`src/rtl/tlb_lru_page_translate_macros.svh`:
```
`ifndef TLB_LRU_PAGE_TRANSLATE_MACROS_SVH
`define TLB_LRU_PAGE_TRANSLATE_MACROS_SVH

// Checks that an implication holds on every rising edge outside reset.
`define TLBL_ASSERT_IMPL(lbl, ante, cons, msg) \
	lbl: assert property (@(posedge clk) disable iff (!arst_n) (ante) |-> (cons)) \
		else $error(msg);

// Checks that a condition holds in the cycle after the antecedent.
`define TLBL_ASSERT_NEXT(lbl, ante, cons, msg) \
	lbl: assert property (@(posedge clk) disable iff (!arst_n) (ante) |=> (cons)) \
		else $error(msg);

// Checks a condition that holds in every cycle outside reset.
`define TLBL_ASSERT_ALWAYS(lbl, cond, msg) \
	lbl: assert property (@(posedge clk) disable iff (!arst_n) (cond)) \
		else $error(msg);

`endif

```
`src/rtl/tlbl_pkg.sv`:
```
`timescale 1ns / 1ps

package tlbl_pkg;

	localparam int TLB_ENTRIES_DEF = 16;
	localparam int PAGE_COUNT_DEF  = 256;
	localparam int OFFSET_BITS_DEF = 8;

	localparam int VA_W    = 16;
	localparam int PA_W    = 16;
	localparam int COUNT_W = 16;

	// Update command broadcast to every TLB cell during the lookup cycle.
	typedef struct packed {
		logic update;
		logic shift_all;
	} cell_ctl_t;

endpackage

```
`src/rtl/tlbl_ram.sv`:
```
`timescale 1ns / 1ps

module tlbl_ram #(
	parameter int WIDTH = 9,
	parameter int DEPTH = 256,
	localparam int ADDR_W = $clog2(DEPTH)
) (
	input  logic              clk,
	input  logic              we,
	input  logic [ADDR_W-1:0] waddr,
	input  logic [WIDTH-1:0]  wdata,
	input  logic [ADDR_W-1:0] raddr,
	output logic [WIDTH-1:0]  rdata
);

	logic [WIDTH-1:0] mem [DEPTH];

	always_ff @(posedge clk) begin
		if (we) begin
			mem[waddr] <= wdata;
		end
		rdata <= mem[raddr];
	end

endmodule

```
`src/rtl/tlbl_cell.sv`:
```
`timescale 1ns / 1ps

module tlbl_cell import tlbl_pkg::*; #(
	parameter int TAG_W   = 8,
	parameter int FRAME_W = 8
) (
	input  logic               clk,
	input  logic               arst_n,
	input  cell_ctl_t          ctl,
	input  logic [TAG_W-1:0]   lookup_tag,
	input  logic               prev_valid,
	input  logic [TAG_W-1:0]   prev_tag,
	input  logic [FRAME_W-1:0] prev_frame,
	input  logic               hit_below_in,
	output logic               valid,
	output logic [TAG_W-1:0]   tag,
	output logic [FRAME_W-1:0] frame,
	output logic               match,
	output logic               hit_below_out
);

	logic               valid_q;
	logic [TAG_W-1:0]   tag_q;
	logic [FRAME_W-1:0] frame_q;
	logic               shift;

	assign match         = valid_q && (tag_q == lookup_tag);
	assign hit_below_out = hit_below_in | match;

	// On a hit only the cells from the head down to the hit cell move; an
	// insertion moves the whole row and drops the tail entry.
	assign shift = ctl.update & (ctl.shift_all | hit_below_out);

	always_ff @(posedge clk or negedge arst_n) begin
		if (!arst_n) begin
			valid_q <= 1'b0;
		end else if (shift) begin
			valid_q <= prev_valid;
		end
	end

	always_ff @(posedge clk) begin
		if (shift) begin
			tag_q   <= prev_tag;
			frame_q <= prev_frame;
		end
	end

	assign valid = valid_q;
	assign tag   = tag_q;
	assign frame = frame_q;

endmodule

```
`src/rtl/tlb_lru_page_translate.sv`:
```
`timescale 1ns / 1ps
`include "tlb_lru_page_translate_macros.svh"

// Translates a virtual address through a fully associative TLB kept as a
// row of cells in recency order (head is the most recent entry), backed by a
// page table in a single-port-read RAM that also holds each page's present
// bit. After reset the block clears the page table, one entry a cycle, with
// busy high until every entry is cleared. An item is taken when start is
// high and busy is low; its page-table read is issued as it is taken, and the
// lookup state then does the TLB compare, the TLB update and the page-table
// write. done pulses for one cycle with the result in the cycle after the
// lookup state, which is also the first cycle a new item can be taken. The
// receiver cannot stall; results must be captured while done is high.
// hit_total and fault_total hold their value until the next item completes.
// PAGE_COUNT must be a power of two; page numbers beyond it wrap.
module tlb_lru_page_translate import tlbl_pkg::*; #(
	parameter int TLB_ENTRIES = TLB_ENTRIES_DEF,
	parameter int PAGE_COUNT  = PAGE_COUNT_DEF,
	parameter int OFFSET_BITS = OFFSET_BITS_DEF
) (
	input  logic               clk,
	input  logic               arst_n,
	input  logic               start,
	output logic               busy,
	input  logic [VA_W-1:0]    virtual_address,
	output logic               done,
	output logic [PA_W-1:0]    physical_address,
	output logic               tlb_hit,
	output logic               page_fault,
	output logic [COUNT_W-1:0] hit_total,
	output logic [COUNT_W-1:0] fault_total
);

	localparam int PAGE_BITS = $clog2(PAGE_COUNT);
	localparam int ENTRY_W   = PAGE_BITS + 1;
	localparam int FULL_W    = PAGE_BITS + OFFSET_BITS;

	localparam logic [1:0] ST_CLEAR  = 2'd0;
	localparam logic [1:0] ST_IDLE   = 2'd1;
	localparam logic [1:0] ST_LOOKUP = 2'd2;

	logic [1:0]             state_q;
	logic [PAGE_BITS-1:0]   clr_q;
	logic [VA_W-1:0]        va_q;
	logic [PAGE_BITS:0]     next_free_q;
	logic [COUNT_W-1:0]     hit_cnt_q;
	logic [COUNT_W-1:0]     fault_cnt_q;
	logic                   done_q;
	logic [PA_W-1:0]        phys_q;
	logic                   hit_q;
	logic                   fault_q;

	logic                   accept;
	logic [VA_W-1:0]        page_raw_in;
	logic [VA_W-1:0]        page_raw_q;
	logic [PAGE_BITS-1:0]   page_in;
	logic [PAGE_BITS-1:0]   page_q;
	logic [OFFSET_BITS-1:0] offset_q;

	logic                   ram_we;
	logic [PAGE_BITS-1:0]   ram_waddr;
	logic [ENTRY_W-1:0]     ram_wdata;
	logic [ENTRY_W-1:0]     ram_rdata;
	logic                   ram_present;
	logic [PAGE_BITS-1:0]   ram_frame;

	cell_ctl_t              ctl;
	logic                   cell_valid  [TLB_ENTRIES];
	logic [PAGE_BITS-1:0]   cell_tag    [TLB_ENTRIES];
	logic [PAGE_BITS-1:0]   cell_frame  [TLB_ENTRIES];
	logic                   in_valid    [TLB_ENTRIES];
	logic [PAGE_BITS-1:0]   in_tag      [TLB_ENTRIES];
	logic [PAGE_BITS-1:0]   in_frame    [TLB_ENTRIES];
	logic [TLB_ENTRIES:0]   hit_below;
	logic [TLB_ENTRIES-1:0] match_vec;
	logic [TLB_ENTRIES-1:0] valid_vec;
	logic [TLB_ENTRIES:0]   valid_plus;

	logic                   lookup;
	logic                   hit;
	logic [PAGE_BITS-1:0]   hit_frame;
	logic                   frames_gone;
	logic [PAGE_BITS-1:0]   alloc_frame;
	logic [PAGE_BITS-1:0]   res_frame;
	logic [FULL_W+PA_W-1:0] phys_ext;

	assign busy   = (state_q != ST_IDLE);
	assign accept = start && !busy;
	assign lookup = (state_q == ST_LOOKUP);

	assign page_raw_in = virtual_address >> OFFSET_BITS;
	assign page_in     = page_raw_in[PAGE_BITS-1:0];
	assign page_raw_q  = va_q >> OFFSET_BITS;
	assign page_q      = page_raw_q[PAGE_BITS-1:0];
	assign offset_q    = va_q[OFFSET_BITS-1:0];

	assign ram_present = ram_rdata[PAGE_BITS];
	assign ram_frame   = ram_rdata[PAGE_BITS-1:0];

	assign frames_gone = (next_free_q == (PAGE_BITS + 1)'(PAGE_COUNT));
	assign alloc_frame = frames_gone ? PAGE_BITS'(PAGE_COUNT - 1)
	                                 : next_free_q[PAGE_BITS-1:0];

	// The table is written by the clearing pass, or on a page fault.
	always_comb begin
		ram_we    = 1'b0;
		ram_waddr = clr_q;
		ram_wdata = '0;
		if (state_q == ST_CLEAR) begin
			ram_we = 1'b1;
		end else if (lookup && !hit && !ram_present) begin
			ram_we    = 1'b1;
			ram_waddr = page_q;
			ram_wdata = {1'b1, alloc_frame};
		end
	end

	tlbl_ram #(
		.WIDTH(ENTRY_W),
		.DEPTH(PAGE_COUNT)
	) u_table (
		.clk   (clk),
		.we    (ram_we),
		.waddr (ram_waddr),
		.wdata (ram_wdata),
		.raddr (page_in),
		.rdata (ram_rdata)
	);

	assign hit_below[TLB_ENTRIES] = 1'b0;
	assign hit                    = hit_below[0];

	assign ctl.update    = lookup && (hit || ram_present);
	assign ctl.shift_all = !hit;

	genvar gi;
	generate
		for (gi = 0; gi < TLB_ENTRIES; gi++) begin : g_cell
			if (gi == 0) begin : g_head
				assign in_valid[gi] = 1'b1;
				assign in_tag[gi]   = page_q;
				assign in_frame[gi] = hit ? hit_frame : ram_frame;
			end else begin : g_body
				assign in_valid[gi] = cell_valid[gi-1];
				assign in_tag[gi]   = cell_tag[gi-1];
				assign in_frame[gi] = cell_frame[gi-1];
			end

			tlbl_cell #(
				.TAG_W   (PAGE_BITS),
				.FRAME_W (PAGE_BITS)
			) u_cell (
				.clk           (clk),
				.arst_n        (arst_n),
				.ctl           (ctl),
				.lookup_tag    (page_q),
				.prev_valid    (in_valid[gi]),
				.prev_tag      (in_tag[gi]),
				.prev_frame    (in_frame[gi]),
				.hit_below_in  (hit_below[gi+1]),
				.valid         (cell_valid[gi]),
				.tag           (cell_tag[gi]),
				.frame         (cell_frame[gi]),
				.match         (match_vec[gi]),
				.hit_below_out (hit_below[gi])
			);

			assign valid_vec[gi] = cell_valid[gi];
		end
	endgenerate

	// Tags are unique among valid cells, so at most one term is nonzero.
	always_comb begin
		hit_frame = '0;
		for (int i = 0; i < TLB_ENTRIES; i++) begin
			hit_frame = hit_frame | (match_vec[i] ? cell_frame[i] : '0);
		end
	end

	always_comb begin
		if (hit) begin
			res_frame = hit_frame;
		end else if (ram_present) begin
			res_frame = ram_frame;
		end else begin
			res_frame = alloc_frame;
		end
	end

	assign phys_ext = {{PA_W{1'b0}}, res_frame, offset_q};

	always_ff @(posedge clk or negedge arst_n) begin
		if (!arst_n) begin
			state_q     <= ST_CLEAR;
			clr_q       <= '0;
			next_free_q <= '0;
			hit_cnt_q   <= '0;
			fault_cnt_q <= '0;
			done_q      <= 1'b0;
		end else begin
			done_q <= 1'b0;
			case (state_q)
				ST_CLEAR: begin
					clr_q <= clr_q + 1'b1;
					if (clr_q == PAGE_BITS'(PAGE_COUNT - 1)) begin
						state_q <= ST_IDLE;
					end
				end
				ST_IDLE: begin
					if (accept) begin
						state_q <= ST_LOOKUP;
					end
				end
				ST_LOOKUP: begin
					state_q <= ST_IDLE;
					done_q  <= 1'b1;
					if (hit) begin
						if (hit_cnt_q != '1) begin
							hit_cnt_q <= hit_cnt_q + 1'b1;
						end
					end else if (!ram_present) begin
						if (!frames_gone) begin
							next_free_q <= next_free_q + 1'b1;
						end
						if (fault_cnt_q != '1) begin
							fault_cnt_q <= fault_cnt_q + 1'b1;
						end
					end
				end
				default: begin
					state_q <= ST_IDLE;
				end
			endcase
		end
	end

	always_ff @(posedge clk) begin
		if (accept) begin
			va_q <= virtual_address;
		end
		if (lookup) begin
			phys_q  <= phys_ext[PA_W-1:0];
			hit_q   <= hit;
			fault_q <= !hit && !ram_present;
		end
	end

	assign done             = done_q;
	assign physical_address = phys_q;
	assign tlb_hit          = hit_q;
	assign page_fault       = fault_q;
	assign hit_total        = hit_cnt_q;
	assign fault_total      = fault_cnt_q;

	assign valid_plus = (TLB_ENTRIES + 1)'(valid_vec) + (TLB_ENTRIES + 1)'(1);

	`TLBL_ASSERT_ALWAYS(a_single_match, $onehot0(match_vec), "TLB holds a page twice")
	`TLBL_ASSERT_ALWAYS(a_valid_packed, $onehot(valid_plus), "TLB valid cells not packed at head")
	`TLBL_ASSERT_NEXT(a_accept_lookup, accept, state_q == ST_LOOKUP, "accepted item not looked up")
	`TLBL_ASSERT_IMPL(a_done_after_lookup, done, $past(state_q) == ST_LOOKUP, "result without lookup")
	`TLBL_ASSERT_IMPL(a_hit_no_fault, done, !(tlb_hit && page_fault), "TLB hit flagged as fault")

endmodule
```
`config.mk`:
```
export PLATFORM = sky130hd
export DESIGN_NAME = tlb_lru_page_translate
export DESIGN_NICKNAME = d
export VERILOG_FILES = /design/src/rtl/tlbl_pkg.sv /design/src/rtl/tlbl_ram.sv /design/src/rtl/tlbl_cell.sv /design/src/rtl/tlb_lru_page_translate.sv
export VERILOG_INCLUDE_DIRS = /design/src /design/src/rtl
export SDC_FILE = /design/constraint.sdc
export NUM_CORES = 2
export LEC_CHECK = 0
export ABC_AREA = 1
export BUFFER_PORTS_ARGS = -buffer_cell sky130_fd_sc_hd__buf_2
export CORE_ASPECT_RATIO = 0.6
export CORE_MARGIN = 4
export CORE_UTILIZATION = 34
export CTS_BUF_LIST = sky130_fd_sc_hd__clkbuf_4 sky130_fd_sc_hd__clkbuf_8 sky130_fd_sc_hd__clkbuf_16
export CTS_CLUSTER_DIAMETER = 60
export DETAILED_ROUTE_END_ITERATION = 8
export PLACE_DENSITY = 0.44
export SLEW_MARGIN = 15
export SYNTH_ARGS = -nofsm -noshare
export SYNTH_HDL_FRONTEND = slang
export SYNTH_SLANG_ARGS = --single-unit
```
`constraint.sdc`:
```
create_clock -name clk -period 21.2 [get_ports clk]
set_clock_uncertainty 0.05 [all_clocks]
set_input_delay 2.12 -clock clk [delete_from_list [all_inputs] [get_ports clk]]
set_output_delay 2.12 -clock clk [all_outputs]
set_load 0.02 [all_outputs]
```
; ---- Word level (Yosys, flattened, before mapping)
; Memory sizes are Yosys's and may differ from the RTL's. A register that Yosys moved wholly into a read port is not among the register bits.
; Index checks and enable logic that the tools add are counted.
[totals]
ram_bits = 2304
word_cells = 213
out_inout_bits = 52
reg_bits = 358
rom_bits = 0
input_bits = 19
mem_count = 1
latch_bits = 0
[mem_list]
columns = name, depth, word_bits, read_ports, rd_clocked_by_memory_dff, write_ports, line
row1 = u_table.mem, 256, 9, 1, 1, 1, tlbl_ram.sv:16  ; logic [WIDTH-1:0] mem [DEPTH];
[op_classes]
n_reduce_logical = 30
n_eq_ne = 25
n_bitwise = 63
n_addsub = 4
n_lt_le_gt_ge = 0
n_mul = 0
shift = 0
n_mux = 32
div_mod_pow = 0
[ops]
columns = op, count
row1 = 8-bit 2-to-1 mux, 22
row2 = 8-bit == test, 16
row3 = 8-bit OR, 15
row4 = "16-bit by 1-bit adder with 16-bit output, second input constant", 2
row5 = "16-bit inequality test, second input constant", 2
row6 = 1-bit OR, 30
row7 = 1-bit logical AND, 21
row8 = 9-bit 2-to-1 mux, 2
row9 = 1-bit bitwise AND, 15
row10 = "9-bit by 1-bit adder with 9-bit output, second input constant", 1
row11 = "9-bit == test, second input constant", 1
row12 = "8-bit by 1-bit adder with 8-bit output, second input constant", 1
row13 = "8-bit == test, second input constant", 1
row14 = 4-bit AND reduction, 2
row15 = 1-bit 2-to-1 mux, 5
row16 = 2-bit 2-to-1 mux, 2
row17 = "2-bit by 1-bit inequality test with 1-bit output, second input constant", 2
row18 = 2-bit one-hot mux with 2 select lines, 1
row19 = 1-bit zero test, 3
row20 = 1-bit inverter, 3
row21 = 3-bit AND reduction, 1
row22 = "2-bit by 1-bit == test with 1-bit output, second input constant", 1
row23 = "2-bit == test, second input constant", 1
row24 = 2-bit zero test, 1
row25 = 3 further kinds, 3

; ---- Longest topological paths before layout
[depth]
ltp_word = 24
mapped_depth = 25
mapped_depth_nobuf = 23

; ---- Modules after synthesis
; A second synthesis with hierarchy kept.
[hier_totals]
hier_cells = 9620
hier_area_um2 = 110343.3
[modules_own_cells]
columns = mod, area_each_um2, n_inst, cells_each, seq_area_each_um2
row1 = tlbl_ram, 93519.7, 1, 7826, 69366.5
row2 = tlbl_cell, 715.7, 16, 63, 505.5
row3 = tlb_lru_page_translate, 5372.7, 1, 786, 2322.2

; ---- Worst setup path before layout
; Ideal clock, no wire load.
[synth_timing]
path_kind = register -> register
from = register va_q[15]
to = memory u_table.mem[0][0] (data pin)
period_less_slack_ps = 10736
setup_ps = 1578
path_slack_ps = 10464
required_ps = 19572
arrival_time_ps = 9108
n_path_buf = 4
path_stages_with_launch = 20
cell_sequence = edfxtp_1 buf_6 inv_2 buf_6 nand2_1 o21ai_1 nor2_1 nand3_1 nand2_1 nor2_2 nand4_1 nor2_1 nand4_1 nor2_2 nand4_1 nor2_2 nand4_2 buf_6 buf_2 a21oi_1
[synth_between]
elab_chain_cells = 22
word_cells_on_any_way = 52
cone_classes = eq/ne: 16 / mux: 2 / bitwise: 15 / reduce/logical: 19
[synth_rtl]
columns = item, line
row1 = start: declaration, tlb_lru_page_translate.sv:44  ; logic [VA_W-1:0] va_q;
row2 = start signal: assignment, tlb_lru_page_translate.sv:239  ; va_q <= virtual_address;
row3 = 8-bit == test, tlbl_cell.sv:27  ; assign match = valid_q && (tag_q == lookup_tag);
row4 = 1-bit logical AND, tlbl_cell.sv:27
row5 = 1-bit OR (14 in a row), tlbl_cell.sv:28  ; assign hit_below_out = hit_below_in | match;
row6 = 1-bit OR (*), tlbl_cell.sv:28
row7 = 1-bit zero test (*), tlb_lru_page_translate.sv:111  ; end else if (lookup && !hit && !ram_present) begin
row8 = 1-bit logical AND (*) (2 in a row), tlb_lru_page_translate.sv:111
row9 = 9-bit 2-to-1 mux (*), tlb_lru_page_translate.sv:111
row10 = 9-bit 2-to-1 mux (*), tlb_lru_page_translate.sv:109  ; if (state_q == ST_CLEAR) begin
row11 = named net ram_wdata[0], tlb_lru_page_translate.sv:62  ; logic [ENTRY_W-1:0] ram_wdata;
row12 = end: declaration, tlbl_ram.sv:16
; The timed path passes the listed nets; every way through them passes the cells marked *.

; ---- Worst setup path in the final report
[layout_timing]
from = register va_q[15]
to = memory u_table.mem[7][8] (data pin)
; Same word-level chain as after synthesis.

==> summary.txt <==
Run status
  – Result of the run: finished, final reports clean

STA
  – Setup repair after global routing missed its margin: no
  – Final hold violation count: 0
  – Number of max-slew violations in the final report: 0
  – Slew at the pin with the worst max-slew slack: 1340 ps
  – Post-layout min period: 7040 ps
  – Worst slew slack as a fraction of its limit: 0.105
  – Final TNS setup: 0 ps
  – Number of failing setup endpoints in the final timing report: 0
  – Fmax: 0.142 GHz
  – Final clock period utilization by the worst path: 0.332

Clock network
  – Total clock sinks: 2,671
  – Number of buffers created by CTS: 269
  – Insertion delay to the later sink of the worst-skew pair: 890 ps
  – Largest buffer count on any clock path: 4
  – Cell at the root of the clock tree: sky130_fd_sc_hd__clkbuf_16
  – Post-CTS setup-driven buffer insertion count: 0
  – Clock tree from TritonCTS: yes
  – H-tree depth: 5
  – Hold buffers post-CTS: 0
  – Number of resized instances in the post-cts repair step: 0
  – Clock Pin Slew Worst Setup and Hold Paths: 70 ps

Setup path
  – Critical Path Source Type: register
  – Critical path endpoint category: register
  – Cell-by-cell listing of the critical path: inv_2 > nand2_1 > o21ai_1 > nor2_1 > nand3_1 > nand2_1 > nor2_2 > nand4_1 > nor2_1 > nand4_1 > nor2_2 > nand4_1 > nor2_2 > nand4_4 > inv_8 > buf_4 > buf_4
  – Reg-to-reg critical path endpoint: u_table.mem[7][8]$_DFFE_PP_
  – Arrival time worst endpoint: 7500 ps
  – Kind of critical path: reg -> reg
  – Top delay family on crit path: buffers and inverters
  – Flop-to-flop setup slack: 14,160 ps
  – Highest net fanout along the worst path: 145
  – Number of cells on the critical path: 17
  – Depth of the most critical reg-to-reg path: 17
  – Startpoint of the most critical register-to-register path: va_q[15]$_DFFE_PP_
  – Cell at the slowest stage of the critical path: sky130_fd_sc_hd__inv_8
  – Required time of the worst setup path: 21,650 ps
  – Buffering stage count on the worst path with inverters included: 4
  – Maximum single-stage delay on the critical path: 1010 ps

Cells and area
  – Commonest non-fill, non-tap cells in the layout: 2,594 x sky130_fd_sc_hd__edfxtp_1, 1,842 x sky130_fd_sc_hd__nor2_1, 1,533 x sky130_fd_sc_hd__o21ai_0, 730 x sky130_fd_sc_hd__o22ai_1, 280 x sky130_fd_sc_hd__clkbuf_16
  – Most common cell after layout, fill and taps aside: sky130_fd_sc_hd__edfxtp_1
  – Proportion of layout cells with a drive suffix above 1: 0.0996
  – FILL cells: 29,600
  – Design Area, Final: 121,000 sq um
  – Multi-input combinational cell area: 24,700 sq um
  – Area taken by flip-flops and latches: 79,800 sq um
  – Area overhead of the layout relative to synthesis: 12.5%
  – Number of nets in the finished design: 8,257
  – Finished Layout Cells: 12,600
  – Final Util: 0.385

Detailed routing
  – Total DRC errors in the routed layout: 0
  – Detail-routed net length per standard cell: 28.0 microns
  – Total length of routed wires: 354,000 microns
  – Initial DRT Pass Iterations: 6
  – Vias after detailed routing: 69,600
  – DRT iter0 DRCs: 8,443
  – ANT nets after route: 0
  – Vias per cell: 5.52

Synthesis
  – Post-synth EDFFs: 2,594
  – Distinct cell type count of the synthesized netlist: 55
  – Share of flip-flops with an asynchronous set or reset after synthesis: 0.0255
  – Number of flip-flops and latches in the synthesized netlist: 2,671
  – Average footprint of a synthesized cell: 12.9 sq um
  – Top FF cell, synth: sky130_fd_sc_hd__edfxtp_1
  – Mapped cell area: 107,000 sq um
  – Synthesized net count: 8,333
  – Sequential element share of the synthesized area: 0.745
  – Count of mapped cells out of synthesis: 8,309
  – Number of warnings printed during yosys synthesis: 0

Global routing
  – Residual overflow from global routing: 0
  – Total global routing track utilization: 0.210
  – Wire length of the first global-routing pass: 499,000 microns
  – Number of global-route vias before repair: 64,700
  – Initial antenna violation count: 15
  – Pin count of the biggest net entering global routing: 190

Hold path
  – Worst hold path endpoint: g_cell[6].u_cell.frame[0]$_DFFE_PP_
  – Worst Hold Path Cells: 0
  – Start point of the worst min-delay path: g_cell[5].u_cell.frame[0]$_DFFE_PP_
  – Classification of the worst-slack hold path: reg -> reg

Flow run
  – Max cap viols: 0

Pwr
  – Leakage: 0.0363 uW
  – Worst IR Drop VDD: 0.0000604 V
  – Pwr/cell area: 100 nW/um^2
  – Design Power: 12,100 uW

Die
  – Die X-Extent: 733 microns
  – Die area: 324,000 sq um
  – Starting density of the core: 0.342
  – Core Box Area: 313,000 sq um
  – Number of I/O pins: 71
  – Vertical die dimension: 443 microns
  – Cell row count: 159

Placed design
  – Port-buffer cells: 70
  – Cell Area, Placed: 112,000 sq um
  – Total instance count after detailed placement: 12,100
  – Placed wire-length estimate after detailed placement: 208,000 microns
  – Global placer's final weighted congestion: 0.847
[synth_stat cells, types with 15 or more instances]
| master | instances | area [sq um] |
|---|---|---|
| sky130_fd_sc_hd__buf_2 | 24 | 120 |
| sky130_fd_sc_hd__xor2_1 | 57 | 499 |
| sky130_fd_sc_hd__nand4_1 | 37 | 231 |
| sky130_fd_sc_hd__a22o_1 | 33 | 289 |
| sky130_fd_sc_hd__clkbuf_1 | 491 | 1840 |
| sky130_fd_sc_hd__nor2_2 | 50 | 313 |
| sky130_fd_sc_hd__o21ai_0 | 1536 | 7690 |
| sky130_fd_sc_hd__nor2_1 | 1864 | 7000 |
| sky130_fd_sc_hd__nand3_1 | 38 | 190 |
| sky130_fd_sc_hd__xnor2_1 | 19 | 166 |
| sky130_fd_sc_hd__nor4_1 | 15 | 93.8 |
| sky130_fd_sc_hd__o22ai_1 | 730 | 4570 |
| sky130_fd_sc_hd__nor3_1 | 27 | 135 |
| sky130_fd_sc_hd__a21oi_1 | 39 | 195 |
| sky130_fd_sc_hd__buf_1 | 15 | 56.3 |
| sky130_fd_sc_hd__nand2_2 | 28 | 175 |
| sky130_fd_sc_hd__dfrtp_1 | 68 | 1700 |
| sky130_fd_sc_hd__a221oi_1 | 16 | 140 |
| sky130_fd_sc_hd__nand2_1 | 262 | 983 |
| sky130_fd_sc_hd__buf_6 | 22 | 248 |
| sky130_fd_sc_hd__inv_1 | 126 | 473 |
| sky130_fd_sc_hd__edfxtp_1 | 2594 | 77900 |
| sky130_fd_sc_hd__o32ai_1 | 41 | 359 |
| sky130_fd_sc_hd__buf_4 | 18 | 135 |
[report_power, final]
group / total, uW / internal, uW / switching (uW)
Combinational: 1250 / 244 / 1010
Clock: 4750 / 2670 / 2080
Sequential: 6050 / 5970 / 83.5
Total: 12100 / 8890 / 3170
[cell type report]
class                   instances  area share
diodes                          7    0.000145
clock buffers                 356      0.0629
clock inverters               114     0.00743
inverters                     147     0.00489
multi-input cells            4921       0.205
flip-flops and latches       2671       0.662
well taps                    4186      0.0434
repair buffers                223      0.0147
[metrics by stage]
| step | hold slack, ps | setup WS (ps) |
|---|---|---|
| floorplan | 350 | 10460 |
| global placement | 351 | 13490 |
| detailed placement | 355 | 13880 |
| CTS | 361 | 13800 |
| global route | 378 | 13690 |
| finish | 367 | 14160 |
[logic make-up after synthesis]
group	Yosys count	synth area share
DFF	2671	0.745
AOI/OAI and AO/OA	2441	0.127
and+or+nand+nor	2399	0.0937
buffers and inverters	717	0.0276
xor gates and xnor gates	76	0.00621
adders and majority gates	5	0.000584
[worst max-delay path by stage]
| stage | slack, ps | startpoint | end |
|---|---|---|---|
| 2_1_floorplan | 10460 | va_q[15]$_DFFE_PP_ | u_table.mem[0][0]$_DFFE_PP_ |
| 3_3_place_gp | 13490 | virtual_address[10] | u_table.rdata[3]$_DFF_P_ |
| 3_5_place_dp | 13880 | va_q[15]$_DFFE_PP_ | u_table.mem[4][7]$_DFFE_PP_ |
| 4_1_cts | 13800 | va_q[15]$_DFFE_PP_ | u_table.mem[7][7]$_DFFE_PP_ |
| 5_1_grt | 13690 | va_q[15]$_DFFE_PP_ | u_table.mem[7][8]$_DFFE_PP_ |
| 6_report | 14160 | va_q[15]$_DFFE_PP_ | u_table.mem[7][8]$_DFFE_PP_ |
[sequential cells by signal (all words and copies together), names as in the netlist, 16 cells and up]
register / flops
u_table.mem: 2304
g_cell.u_cell.frame: 128
g_cell.u_cell.tag: 128
fault_total: 16
g_cell.u_cell.valid: 16
hit_total: 16
physical_address: 16
va_q: 16
[worst register-to-register path, cell delays in order, from the launching register on]
cell and delay, ps:
sky130_fd_sc_hd__edfxtp_1 670, sky130_fd_sc_hd__inv_2 600, sky130_fd_sc_hd__nand2_1 120, sky130_fd_sc_hd__o21ai_1 110
sky130_fd_sc_hd__nor2_1 70, sky130_fd_sc_hd__nand3_1 280, sky130_fd_sc_hd__nand2_1 120, sky130_fd_sc_hd__nor2_2 160
sky130_fd_sc_hd__nand4_1 100, sky130_fd_sc_hd__nor2_1 240, sky130_fd_sc_hd__nand4_1 160, sky130_fd_sc_hd__nor2_2 150
sky130_fd_sc_hd__nand4_1 160, sky130_fd_sc_hd__nor2_2 230, sky130_fd_sc_hd__nand4_4 760, sky130_fd_sc_hd__inv_8 1040
sky130_fd_sc_hd__buf_4 780, sky130_fd_sc_hd__buf_4 730
[per-layer routing]
| metal | GRT usage | up-vias | wire (microns) |
|---|---|---|---|
| li1 | - | 30700 | - |
| met4 | 0.0479 | 10 | 7900 |
| met1 | 0.333 | 35600 | 172000 |
| met3 | 0.0624 | 458 | 34800 |
| met5 | 0.00996 | - | 488 |
| met2 | 0.276 | 2846 | 138000 |
Note: power is estimated with default switching activity, not from simulation.
